File: src/rtl/core/khet_pkg.sv
`default_nettype none

package khet_pkg;

    localparam int NUM_KEYS   = 55;
    localparam int KEY_W      = 6;
    localparam int CNT_W      = 8;
    localparam int CFG_IDX_W  = 3;
    localparam int CFG_DATA_W = 8;

    typedef logic [CNT_W-1:0] t_count;
    typedef logic [KEY_W-1:0] t_key;

    // Request kinds.
    localparam logic [1:0] REQ_TICK  = 2'd0;
    localparam logic [1:0] REQ_QUERY = 2'd1;
    localparam logic [1:0] REQ_BUMP  = 2'd2;

    // Auto-repeat modes.
    localparam logic [1:0] RPT_NORMAL = 2'd1;
    localparam logic [1:0] RPT_SHORT  = 2'd2;

    localparam t_count COUNT_MAX   = 8'd255;
    localparam t_count COUNT_ONE   = 8'd1;
    localparam t_count NORMAL_FIRE = 8'd8;
    localparam t_count NORMAL_BACK = 8'd6;
    localparam t_count SHORT_FIRE  = 8'd6;
    localparam t_count SHORT_BACK  = 8'd4;

    // Tap-or-hold codes.
    localparam logic [1:0] TOH_NONE = 2'd0;
    localparam logic [1:0] TOH_TAP  = 2'd1;
    localparam logic [1:0] TOH_HOLD = 2'd2;

    // Direction codes, laid out like a numeric keypad.
    localparam logic [3:0] DIR_NONE  = 4'd0;
    localparam logic [3:0] DIR_DL    = 4'd1;
    localparam logic [3:0] DIR_DOWN  = 4'd2;
    localparam logic [3:0] DIR_DR    = 4'd3;
    localparam logic [3:0] DIR_LEFT  = 4'd4;
    localparam logic [3:0] DIR_RIGHT = 4'd6;
    localparam logic [3:0] DIR_UL    = 4'd7;
    localparam logic [3:0] DIR_UP    = 4'd8;
    localparam logic [3:0] DIR_UR    = 4'd9;

    // Configuration register indexes.
    localparam logic [CFG_IDX_W-1:0] CFG_UP_KEY     = 3'd0;
    localparam logic [CFG_IDX_W-1:0] CFG_DOWN_KEY   = 3'd1;
    localparam logic [CFG_IDX_W-1:0] CFG_LEFT_KEY   = 3'd2;
    localparam logic [CFG_IDX_W-1:0] CFG_RIGHT_KEY  = 3'd3;
    localparam logic [CFG_IDX_W-1:0] CFG_SHORT_HOLD = 3'd4;
    localparam logic [CFG_IDX_W-1:0] CFG_LONG_HOLD  = 3'd5;

    localparam t_key   RST_UP_KEY     = 6'd3;
    localparam t_key   RST_DOWN_KEY   = 6'd12;
    localparam t_key   RST_LEFT_KEY   = 6'd13;
    localparam t_key   RST_RIGHT_KEY  = 6'd2;
    localparam t_count RST_SHORT_HOLD = 8'd7;
    localparam t_count RST_LONG_HOLD  = 8'd14;

    typedef struct packed {
        logic [1:0]          req_type;
        logic [NUM_KEYS-1:0] key_bits;
        t_key                key_index;
        logic [1:0]          repeat_mode;
    } t_req;

    typedef struct packed {
        t_count     hold_count;
        logic       first_press;
        logic       released;
        logic       short_mark;
        logic       long_mark;
        logic       repeat_fire;
        logic [1:0] tap_or_hold;
        logic [3:0] dir_four;
        logic [3:0] dir_eight;
    } t_rsp;

    // Per-key part of a result, produced by the counter bank.
    typedef struct packed {
        t_count     hold_count;
        logic       first_press;
        logic       released;
        logic       short_mark;
        logic       long_mark;
        logic       repeat_fire;
        logic [1:0] tap_or_hold;
    } t_key_stat;

    typedef struct packed {
        t_key up_key;
        t_key down_key;
        t_key left_key;
        t_key right_key;
    } t_dir_cfg;

    typedef struct packed {
        t_count short_hold;
        t_count long_hold;
    } t_hold_cfg;

endpackage

`default_nettype wire

File: src/rtl/core/khet_counter_bank.sv
`default_nettype none

// Hold counters and previous-tick copies for all keys, with the query read-out.
module khet_counter_bank import khet_pkg::*; (
    input  wire logic                i_clk,
    input  wire logic                i_rst_n,
    input  wire logic                i_go,
    input  wire t_req                i_req,
    input  wire t_hold_cfg           i_hold_cfg,
    output t_key_stat                o_stat,
    output logic [NUM_KEYS-1:0]      o_pressed
);

    t_count r_hold  [NUM_KEYS];
    t_count r_prior [NUM_KEYS];
    t_count n_hold  [NUM_KEYS];
    t_count n_prior [NUM_KEYS];

    logic   in_range;
    t_count cur;
    t_count pri;
    logic   fire;
    logic   do_rewind;
    t_count rewind;

    always_comb begin
        in_range  = {1'b0, i_req.key_index} < (KEY_W + 1)'(NUM_KEYS);
        cur       = in_range ? r_hold[i_req.key_index]  : '0;
        pri       = in_range ? r_prior[i_req.key_index] : '0;
        fire      = 1'b0;
        do_rewind = 1'b0;
        rewind    = cur;

        case (i_req.repeat_mode)
            RPT_NORMAL: begin
                if (cur == COUNT_ONE) begin
                    fire = 1'b1;
                end else if (cur == NORMAL_FIRE) begin
                    fire      = 1'b1;
                    do_rewind = 1'b1;
                    rewind    = NORMAL_BACK;
                end
            end
            RPT_SHORT: begin
                if (cur == COUNT_ONE) begin
                    fire = 1'b1;
                end else if (cur == SHORT_FIRE) begin
                    fire      = 1'b1;
                    do_rewind = 1'b1;
                    rewind    = SHORT_BACK;
                end
            end
            default: begin
            end
        endcase

        o_stat = '0;
        if (i_req.req_type == REQ_QUERY && in_range) begin
            o_stat.hold_count  = cur;
            o_stat.first_press = (cur == COUNT_ONE);
            o_stat.released    = (pri != '0) && (cur == '0);
            o_stat.short_mark  = (cur == i_hold_cfg.short_hold);
            o_stat.long_mark   = (cur == i_hold_cfg.long_hold);
            o_stat.repeat_fire = fire;
            priority if ((pri != '0) && (pri < i_hold_cfg.long_hold) && (cur == '0)) begin
                o_stat.tap_or_hold = TOH_TAP;
            end else if (cur == i_hold_cfg.long_hold) begin
                o_stat.tap_or_hold = TOH_HOLD;
            end else begin
                o_stat.tap_or_hold = TOH_NONE;
            end
        end

        for (int i = 0; i < NUM_KEYS; i++) begin
            n_hold[i]  = r_hold[i];
            n_prior[i] = r_prior[i];
            case (i_req.req_type)
                REQ_TICK: begin
                    n_prior[i] = r_hold[i];
                    if (i_req.key_bits[i]) begin
                        n_hold[i] = (r_hold[i] == COUNT_MAX) ? COUNT_MAX
                                                              : r_hold[i] + COUNT_ONE;
                    end else begin
                        n_hold[i] = '0;
                    end
                end
                REQ_QUERY: begin
                    if (in_range && do_rewind && (KEY_W'(i) == i_req.key_index)) begin
                        n_hold[i] = rewind;
                    end
                end
                REQ_BUMP: begin
                    if (in_range && (KEY_W'(i) == i_req.key_index)) begin
                        n_hold[i] = r_hold[i] + COUNT_ONE;
                    end
                end
                default: begin
                end
            endcase
            o_pressed[i] = (n_hold[i] != '0);
        end
    end

    always_ff @(posedge i_clk) begin
        if (!i_rst_n) begin
            r_hold  <= '{default: '0};
            r_prior <= '{default: '0};
        end else if (i_go) begin
            r_hold  <= n_hold;
            r_prior <= n_prior;
        end
    end

endmodule

`default_nettype wire

File: src/rtl/core/khet_dir_decode.sv
`default_nettype none

// Four-way and eight-way direction codes from the pressed state of four keys.
module khet_dir_decode import khet_pkg::*; (
    input  wire logic [NUM_KEYS-1:0] i_pressed,
    input  wire t_dir_cfg            i_dir_cfg,
    output logic [3:0]               o_dir_four,
    output logic [3:0]               o_dir_eight
);

    logic up_on;
    logic down_on;
    logic left_on;
    logic right_on;

    // A direction key past the key count is never pressed.
    always_comb begin
        up_on    = ({1'b0, i_dir_cfg.up_key} < (KEY_W + 1)'(NUM_KEYS))
                   && i_pressed[i_dir_cfg.up_key];
        down_on  = ({1'b0, i_dir_cfg.down_key} < (KEY_W + 1)'(NUM_KEYS))
                   && i_pressed[i_dir_cfg.down_key];
        left_on  = ({1'b0, i_dir_cfg.left_key} < (KEY_W + 1)'(NUM_KEYS))
                   && i_pressed[i_dir_cfg.left_key];
        right_on = ({1'b0, i_dir_cfg.right_key} < (KEY_W + 1)'(NUM_KEYS))
                   && i_pressed[i_dir_cfg.right_key];

        priority if (down_on) begin
            o_dir_four = DIR_DOWN;
        end else if (left_on) begin
            o_dir_four = DIR_LEFT;
        end else if (right_on) begin
            o_dir_four = DIR_RIGHT;
        end else if (up_on) begin
            o_dir_four = DIR_UP;
        end else begin
            o_dir_four = DIR_NONE;
        end

        priority if (left_on && down_on) begin
            o_dir_eight = DIR_DL;
        end else if (down_on && right_on) begin
            o_dir_eight = DIR_DR;
        end else if (left_on && up_on) begin
            o_dir_eight = DIR_UL;
        end else if (right_on && up_on) begin
            o_dir_eight = DIR_UR;
        end else begin
            o_dir_eight = o_dir_four;
        end
    end

endmodule

`default_nettype wire

File: src/rtl/core/key_hold_event_tracker.sv
// An accepted item is held in the input register, and its result is offered from the result register.
// Throughput: one item per cycle unless the output stalls; each item gives exactly one result.
// The whole item is handled in one pass of the per-key counter lanes between the two registers.
// Reset (synchronous, active low) clears all hold and previous counters, empties both
// registers and loads the configuration defaults: up 3, down 12, left 13, right 2, short 7, long 14.
`default_nettype none

module key_hold_event_tracker import khet_pkg::*; (
    input  wire logic                  i_clk,
    input  wire logic                  i_rst_n,
    input  wire logic                  i_in_valid,
    output logic                       o_in_ready,
    input  wire t_req                  i_in_data,
    output logic                       o_out_valid,
    input  wire logic                  i_out_ready,
    output t_rsp                       o_out_data,
    input  wire logic                  i_cfg_we,
    input  wire logic [CFG_IDX_W-1:0]  i_cfg_index,
    input  wire logic [CFG_DATA_W-1:0] i_cfg_wdata
);

    // Configuration registers. They must be written only while no item is in flight (a duty of the user;
    // the block itself does not enforce it), so the counter lanes may read them directly.
    t_dir_cfg  r_dir_cfg;
    t_hold_cfg r_hold_cfg;

    // Input register: holds the accepted item until the result register can take its result.
    logic r_in_valid;
    t_req r_in;

    // Result register: the finished result waits here for its output transfer.
    logic r_out_valid;
    t_rsp r_out;

    logic                advance;
    t_key_stat           key_stat;
    logic [NUM_KEYS-1:0] pressed;
    logic [3:0]          dir_four;
    logic [3:0]          dir_eight;
    t_rsp                n_out;

    // The item in the input register moves on whenever the result register is empty or
    // is handing its result over in this cycle. The counters are updated at that same edge,
    // so the next item always sees the state this item leaves.
    assign advance    = r_in_valid && (!r_out_valid || i_out_ready);
    assign o_in_ready = !r_in_valid || advance;

    always_ff @(posedge i_clk) begin
        if (!i_rst_n) begin
            r_dir_cfg.up_key      <= RST_UP_KEY;
            r_dir_cfg.down_key    <= RST_DOWN_KEY;
            r_dir_cfg.left_key    <= RST_LEFT_KEY;
            r_dir_cfg.right_key   <= RST_RIGHT_KEY;
            r_hold_cfg.short_hold <= RST_SHORT_HOLD;
            r_hold_cfg.long_hold  <= RST_LONG_HOLD;
        end else if (i_cfg_we) begin
            // Key registers keep only their low bits; writes past the list are dropped.
            unique case (i_cfg_index)
                CFG_UP_KEY:     r_dir_cfg.up_key      <= i_cfg_wdata[KEY_W-1:0];
                CFG_DOWN_KEY:   r_dir_cfg.down_key    <= i_cfg_wdata[KEY_W-1:0];
                CFG_LEFT_KEY:   r_dir_cfg.left_key    <= i_cfg_wdata[KEY_W-1:0];
                CFG_RIGHT_KEY:  r_dir_cfg.right_key   <= i_cfg_wdata[KEY_W-1:0];
                CFG_SHORT_HOLD: r_hold_cfg.short_hold <= i_cfg_wdata[CNT_W-1:0];
                CFG_LONG_HOLD:  r_hold_cfg.long_hold  <= i_cfg_wdata[CNT_W-1:0];
                default: begin
                end
            endcase
        end
    end

    // Input stage.
    always_ff @(posedge i_clk) begin
        if (!i_rst_n) begin
            r_in_valid <= 1'b0;
        end else if (o_in_ready) begin
            r_in_valid <= i_in_valid;
        end
    end

    always_ff @(posedge i_clk) begin
        if (o_in_ready && i_in_valid) begin
            r_in <= i_in_data;
        end
    end

    // One lane per key: tick, repeat rewind and manual bump all land here.
    khet_counter_bank u_bank (
        .i_clk      (i_clk),
        .i_rst_n    (i_rst_n),
        .i_go       (advance),
        .i_req      (r_in),
        .i_hold_cfg (r_hold_cfg),
        .o_stat     (key_stat),
        .o_pressed  (pressed)
    );

    // Directions look at the counters as this item leaves them.
    khet_dir_decode u_dir (
        .i_pressed   (pressed),
        .i_dir_cfg   (r_dir_cfg),
        .o_dir_four  (dir_four),
        .o_dir_eight (dir_eight)
    );

    always_comb begin
        n_out.hold_count  = key_stat.hold_count;
        n_out.first_press = key_stat.first_press;
        n_out.released    = key_stat.released;
        n_out.short_mark  = key_stat.short_mark;
        n_out.long_mark   = key_stat.long_mark;
        n_out.repeat_fire = key_stat.repeat_fire;
        n_out.tap_or_hold = key_stat.tap_or_hold;
        n_out.dir_four    = dir_four;
        n_out.dir_eight   = dir_eight;
    end

    // Result stage.
    always_ff @(posedge i_clk) begin
        if (!i_rst_n) begin
            r_out_valid <= 1'b0;
        end else if (advance) begin
            r_out_valid <= 1'b1;
        end else if (i_out_ready) begin
            r_out_valid <= 1'b0;
        end
    end

    always_ff @(posedge i_clk) begin
        if (advance) begin
            r_out <= n_out;
        end
    end

    assign o_out_valid = r_out_valid;
    assign o_out_data  = r_out;

endmodule

`default_nettype wire

File: config.mk
export PLATFORM = sky130hd
export DESIGN_NAME = key_hold_event_tracker
export DESIGN_NICKNAME = d
export VERILOG_FILES = /design/src/rtl/core/khet_pkg.sv /design/src/rtl/core/khet_counter_bank.sv /design/src/rtl/core/khet_dir_decode.sv /design/src/rtl/core/key_hold_event_tracker.sv
export SDC_FILE = /design/constraint.sdc
export NUM_CORES = 2
export LEC_CHECK = 0
export ABC_CLOCK_PERIOD_IN_PS = 5550
export BUFFER_PORTS_ARGS = -buffer_cell sky130_fd_sc_hd__buf_2
export CAP_MARGIN = 40
export CORE_MARGIN = 2
export CORE_UTILIZATION = 59
export DETAILED_ROUTE_END_ITERATION = 8
export GPL_ROUTABILITY_DRIVEN = 0
export PLACE_DENSITY = 0.85
export SKIP_CTS_REPAIR_TIMING = 1
export SLEW_MARGIN = 15
export SYNTH_ARGS = -nofsm -noshare
export SYNTH_HDL_FRONTEND = slang
export SYNTH_SLANG_ARGS = --single-unit
File: constraint.sdc
create_clock -name i_clk -period 5.55 [get_ports i_clk]
set_input_delay 0.555 -clock i_clk [delete_from_list [all_inputs] [get_ports i_clk]]
set_output_delay 0.555 -clock i_clk [all_outputs]
set_load 0.02 [all_outputs]
==> impl_metrics.py, run 1 <==
metrics = {
    "synth": {
        "syn_area_mm2": 0.0774,
        "ys.flop_type": "dfxtp_1",
        "syn_nets": 10700,
        "postSynthCellCount": 10500,
        "synth_top_area_share": 0.238,
        "yosys_warnings": 0,
        "yosysUniqueCellTypes": 106,
        "synth_area_leader_cell": "dfxtp_1",
        "synth_edf_count": 87,
        "ys_ff_latch": 1009,
        "synthTopCellsByArea": "dfxtp_1, nand2_1, a21boi_0",
        "synth-async-reset-ratio": 0,
        "synth.avg_cell_area_um2": 7.37,
        "ys_seq_area_frac": 0.272,
    },
    "place": {
        "dp_hpwl_um": 254000,
        "numPortBuffers": 104,
        "postPlaceCellArea_mm2": 0.0850,
    },
    "global_route": {
        "grt_max_degree": 187,
        "grtUsageTotal": 0.583,
        "grt.overflow.total": 1,
    },
    "clock_network": {
        "clockBufferDepth": 3,
        "cts_max_level": 3,
        "cts_buffers": 114,
        "clock_sinks": 1009,
        "root_buffer": "clkbuf_16",
    },
    "floorplan": {
        "placementRows": 132,
        "die_x_um": 366,
        "die_y_um": 366,
        "pin_count": 106,
        "initial_utilization": 0.597,
    },
    "status": {
        "error": "[ERROR GRT-0232] Routing congestion too high. Check the congestion heatmap in the GUI.",
        "stop_stage": "global routing (5_1_grt)",
        "status": "did not finish",
    },
}
## cell families after synthesis
family | after synthesis | share of synthesized area
mux | 344 | 0.0815
compound gates | 3477 | 0.295
other cells | 1 | 0.0000484
simple gates | 3977 | 0.230
xor+xnor | 451 | 0.0510
fa+ha+maj | 64 | 0.0103
buf+inv | 1190 | 0.0606
flops | 1009 | 0.272
## Yosys cell counts (27+ instances only)
master	instances
mux4_2	226
and4_1	28
o211ai_1	57
o21a_1	37
nor2b_1	101
clkbuf_1	888
nand3b_1	36
o22ai_1	202
a221oi_1	32
dfxtp_1	922
o31ai_1	79
xor2_1	184
o32ai_1	50
nand2b_1	34
or2_2	29
edfxtp_1	87
mux2i_1	86
nor2_1	742
o221a_2	27
xnor2_1	267
mux2_2	31
nand2_1	2017
buf_1	72
buf_2	75
nand3_1	236
o31a_1	27
a21o_1	51
a22oi_1	68
or3_1	46
a211oi_1	80
a21boi_0	745
ha_1	64
nor3_1	248
and3_1	110
a21oi_1	441
o2111ai_1	66
nor4_1	83
a31oi_1	94
inv_1	117
and2_1	87
o22a_1	35
nand4_1	68
o21ai_0	1099
## metrics by stage
| step | setup slack, ns | TNS, ns | utilization | instances | hold slack (ns) |
|---|---|---|---|---|---|
| after floorplan | 0.285 | 0 | - | 10500 | 0.440 |
| after global placement | -0.326 | -2.10 | 0.654 | 12400 | 0.447 |
| after detailed placement | -0.597 | -3.46 | 0.655 | 12400 | 0.458 |
| after CTS | -0.723 | -4.03 | 0.685 | 12600 | -0.0899 |
## layer usage
layer | GRT usage | overflow
met5 | 0.270 | 0
met4 | 0.527 | 1
met3 | 0.467 | 0
met2 | 0.701 | 0
met1 | 0.605 | 0
==> inputs of run 2 (changes only) <==
--- a/config.mk
+++ b/config.mk
@@ -5,14 +5,14 @@
 export SDC_FILE = /design/constraint.sdc
 export NUM_CORES = 2
 export LEC_CHECK = 0
-export ABC_CLOCK_PERIOD_IN_PS = 5550
+export ABC_CLOCK_PERIOD_IN_PS = 7200
 export BUFFER_PORTS_ARGS = -buffer_cell sky130_fd_sc_hd__buf_2
 export CAP_MARGIN = 40
 export CORE_MARGIN = 2
-export CORE_UTILIZATION = 59
+export CORE_UTILIZATION = 40
 export DETAILED_ROUTE_END_ITERATION = 8
 export GPL_ROUTABILITY_DRIVEN = 0
-export PLACE_DENSITY = 0.85
+export PLACE_DENSITY_LB_ADDON = 0.15
 export SKIP_CTS_REPAIR_TIMING = 1
 export SLEW_MARGIN = 15
 export SYNTH_ARGS = -nofsm -noshare
==> constraint.sdc (replaced) <==
create_clock -name i_clk -period 7.2 [get_ports i_clk]
set_input_delay 0.72 -clock i_clk [delete_from_list [all_inputs] [get_ports i_clk]]
set_output_delay 0.72 -clock i_clk [all_outputs]
set_load 0.02 [all_outputs]
==> run 2 against run 1 <==
Against the previous run: the flow now finishes, with violations (setup timing); synthesized cell count is the same; area after synthesis unchanged.
==> impl_metrics.py, run 2 <==
metrics = {
    "status": {
        "status": "finished with violations",
        "violations": "setup timing",
    },
    "setup_path": {
        "cp_slowest_cell": "a2111oi_1",
        "crit_fanout": 37,
        "rr_endpoint": "o_out_data[6]",
        "crit_chain": "buf_12 -> buf_12 -> mux4_2 -> mux4_2 -> o22ai_1 -> nor3_1 -> nor3_2 -> and4_4 -> a21oi_4 -> and2_1 -> buf_4 -> o31a_1 -> a2111oi_1 -> buf_4 -> o311ai_0 -> a2111oi_1 -> buf_4 -> a211oi_1 -> nand2b_4 -> nor2b_1",
        "r2r_cells": 20,
        "crit_path_start_kind": "register",
        "end_kind": "register",
        "required_ns": 7.76,
        "cpPeakStageDelay_ns": 0.71,
        "rrSetupSlack_ns": -0.08,
        "cp_common_cell": "buf_4",
        "r2r-start": "r_in[3]",
        "arrival_ns": 7.84,
        "path_class": "reg -> reg",
    },
    "final_layout": {
        "final_common_cell": "nand2_1",
        "nets": 10200,
        "areaGrowthSynthToFinish_pct": 9.89,
        "stdcell_area_mm2": 0.0851,
        "post-route-util": 0.442,
        "final_cell_mix": "nand2_1, o21ai_0, dfxtp_1",
        "layout-drive-gt1-share": 0.107,
        "reg.largest.list": "u_bank.r_hold (440), u_bank.r_prior (440), r_in (65)",
    },
    "sta": {
        "worstMarginPinSlew_ns": 1.16,
        "fin_crit_ns": 7.28,
        "fmax_ghz": 0.137,
        "slew_headroom": 0.226,
        "rsz0062_at_grt": "false",
        "period_share": 1.01,
        "hold_violations": 0,
        "clock_skew_ns": 0.0575,
        "tns_ns": -0.0915,
        "timing.final.ws_setup_ns": -0.0756,
        "setup_viol": 2,
        "final_max_slew_viol_count": 0,
    },
    "clock_network": {
        "cts_max_level": 4,
        "clockBufferDepth": 3,
        "root_buffer": "clkbuf_16",
        "clk_pin_slew_ns": 0.06,
        "clock_latency_ns": 0.86,
        "cts_buffers": 131,
        "cts_tree": "done",
        "clock_sinks": 1009,
    },
    "route": {
        "drc": 0,
        "vias": 86100,
        "routed_wl_um": 386000,
        "detail_route.wl_per_cell_um": 30.4,
        "dr.pass1.iters": 7,
        "drtIter0Drc": 14900,
        "viasPerCell": 6.77,
        "detail-route-antenna-nets": 0,
    },
    "synth": {
        "synth_edf_count": 87,
        "ys_ff_latch": 1009,
        "syn_nets": 10700,
        "synth-adder-area-share": 0.0103,
        "synth-async-reset-ratio": 0,
        "synth-xor-area-share": 0.0510,
        "synth.top_cells.by_count": "nand2_1, o21ai_0, dfxtp_1",
        "ys_seq_area_frac": 0.272,
        "ys.flop_type": "dfxtp_1",
        "synth.area.mux_share": 0.0815,
        "synth_top_family_by_area": "compound AO/OA/AOI/OAI gates",
        "synth_simple_gate_area_frac": 0.230,
        "synth_area_leader_cell": "dfxtp_1",
        "synthTopCellsByArea": "dfxtp_1, nand2_1, a21boi_0",
        "syn_area_mm2": 0.0774,
        "postSynthCellCount": 10500,
        "synth.avg_cell_area_um2": 7.37,
        "synthMostInstantiatedCell": "nand2_1",
        "yosys_warnings": 0,
        "synth_compound_area_frac": 0.295,
        "synth_top_area_share": 0.238,
        "yosysUniqueCellTypes": 106,
    },
    "global_route": {
        "grtUsageTotal": 0.375,
        "grt_pass1_wl_um": 551000,
        "grt_pass1_vias": 76600,
        "grt.overflow.total": 0,
        "antenna_found_initial": 37,
        "grt_max_degree": 223,
    },
    "floorplan": {
        "placementRows": 161,
        "initial_utilization": 0.403,
        "die_y_um": 444,
        "die_x_um": 444,
        "fp.dieArea_mm2": 0.197,
        "pin_count": 106,
        "design.core.area_mm2": 0.192,
    },
    "power": {
        "ir_drop_uv": 215,
        "power.density_mw_per_mm2": 186,
        "leakage_uw": 0.0281,
    },
    "place": {
        "dp_hpwl_um": 270000,
        "postPlaceCellArea_mm2": 0.0806,
        "numPortBuffers": 104,
    },
    "min_path": {
        "hold_path_depth": 1,
        "holdPathEnd": "r_in[40]",
        "min_from": "i_in_data[40]",
        "min_path_type": "in -> reg",
    },
    "run": {
        "cap_violations": 0,
    },
}
==> run 2: cell counts after synthesis <==
No cell type changed its count.
==> run 2: critical path: cells and delay by family, from the launching register on <==
kind / cells / cell delay [ns]
compound gates: 7 / 2.35
flops: 1 / 0.37
simple gates: 6 / 1.77
mux: 2 / 1.10
buf+inv: 5 / 1.31
==> run 2: worst max path at each step <==
| stage | depth (start not counted) | endpoint | startpoint |
|---|---|---|---|
| 5_1_grt | 21 | o_out_data[7] | r_in[3] |
| 3_5_place_dp | 22 | o_out_data[6] | r_in[3] |
| 4_1_cts | 22 | o_out_data[6] | r_in[3] |
| 3_3_place_gp | 23 | o_out_data[1] | r_in[3] |
| 2_1_floorplan | 19 | o_out_data[6] | r_in[2] |
| 6_report | 20 | o_out_data[6] | r_in[3] |
==> run 2: cell type report <==
class                   count  area, um^2
diodes                     20        50.0
clock buffers             178        3730
clock inverters            54         574
fillers                 19100      107000
inverters                 124         483
multi-input cells        8315       51900
flip-flops and latches   1009       21100
well taps                2526        3160
repair buffers            491        4140
==> run 2: stage by stage <==
stage               cells  hold WS (ns)  worst slack [ns]  power [uW]
finish              12700        0.0421           -0.0756       15800
global route        12700        0.0436            0.0429       16200
CTS                 12700        0.0223             0.241       15700
detailed placement  12500         0.456             0.266        8980
global placement    12400         0.450             0.123        8950
floorplan           10500         0.440              1.94        7790
==> run 2: cell families after synthesis <==
kind of cell | count (synthesis)
multiplexers | 344
AO/OA/AOI/OAI | 3477
XOR/XNOR | 451
AND/OR/NAND/NOR | 3977
buffers and inverters | 1190
flip-flops | 1009
adder cells (fa/ha/maj) | 64
other | 1
==> run 2: report_power, final <==
group	internal [uW]	leakage (uW)	switching, uW
Combinational	914	0.0177	2000
Sequential	5800	0.00829	342
Clock	3930	0.00212	2860
Total	10600	0.0281	5200
==> run 2: routing by layer <==
metal / part of all wire / GRT usage / wire length, um / vias up
met4: 0.073 / 0.233 / 28100 / 36
met2: 0.39 / 0.512 / 152000 / 6475
met5: 0.00068 / 0.00147 / 264 / -
met1: 0.39 / 0.494 / 149000 / 41100
met3: 0.15 / 0.141 / 57300 / 1429
li1: - / - / - / 37100
(Power assumes the default switching activity.)
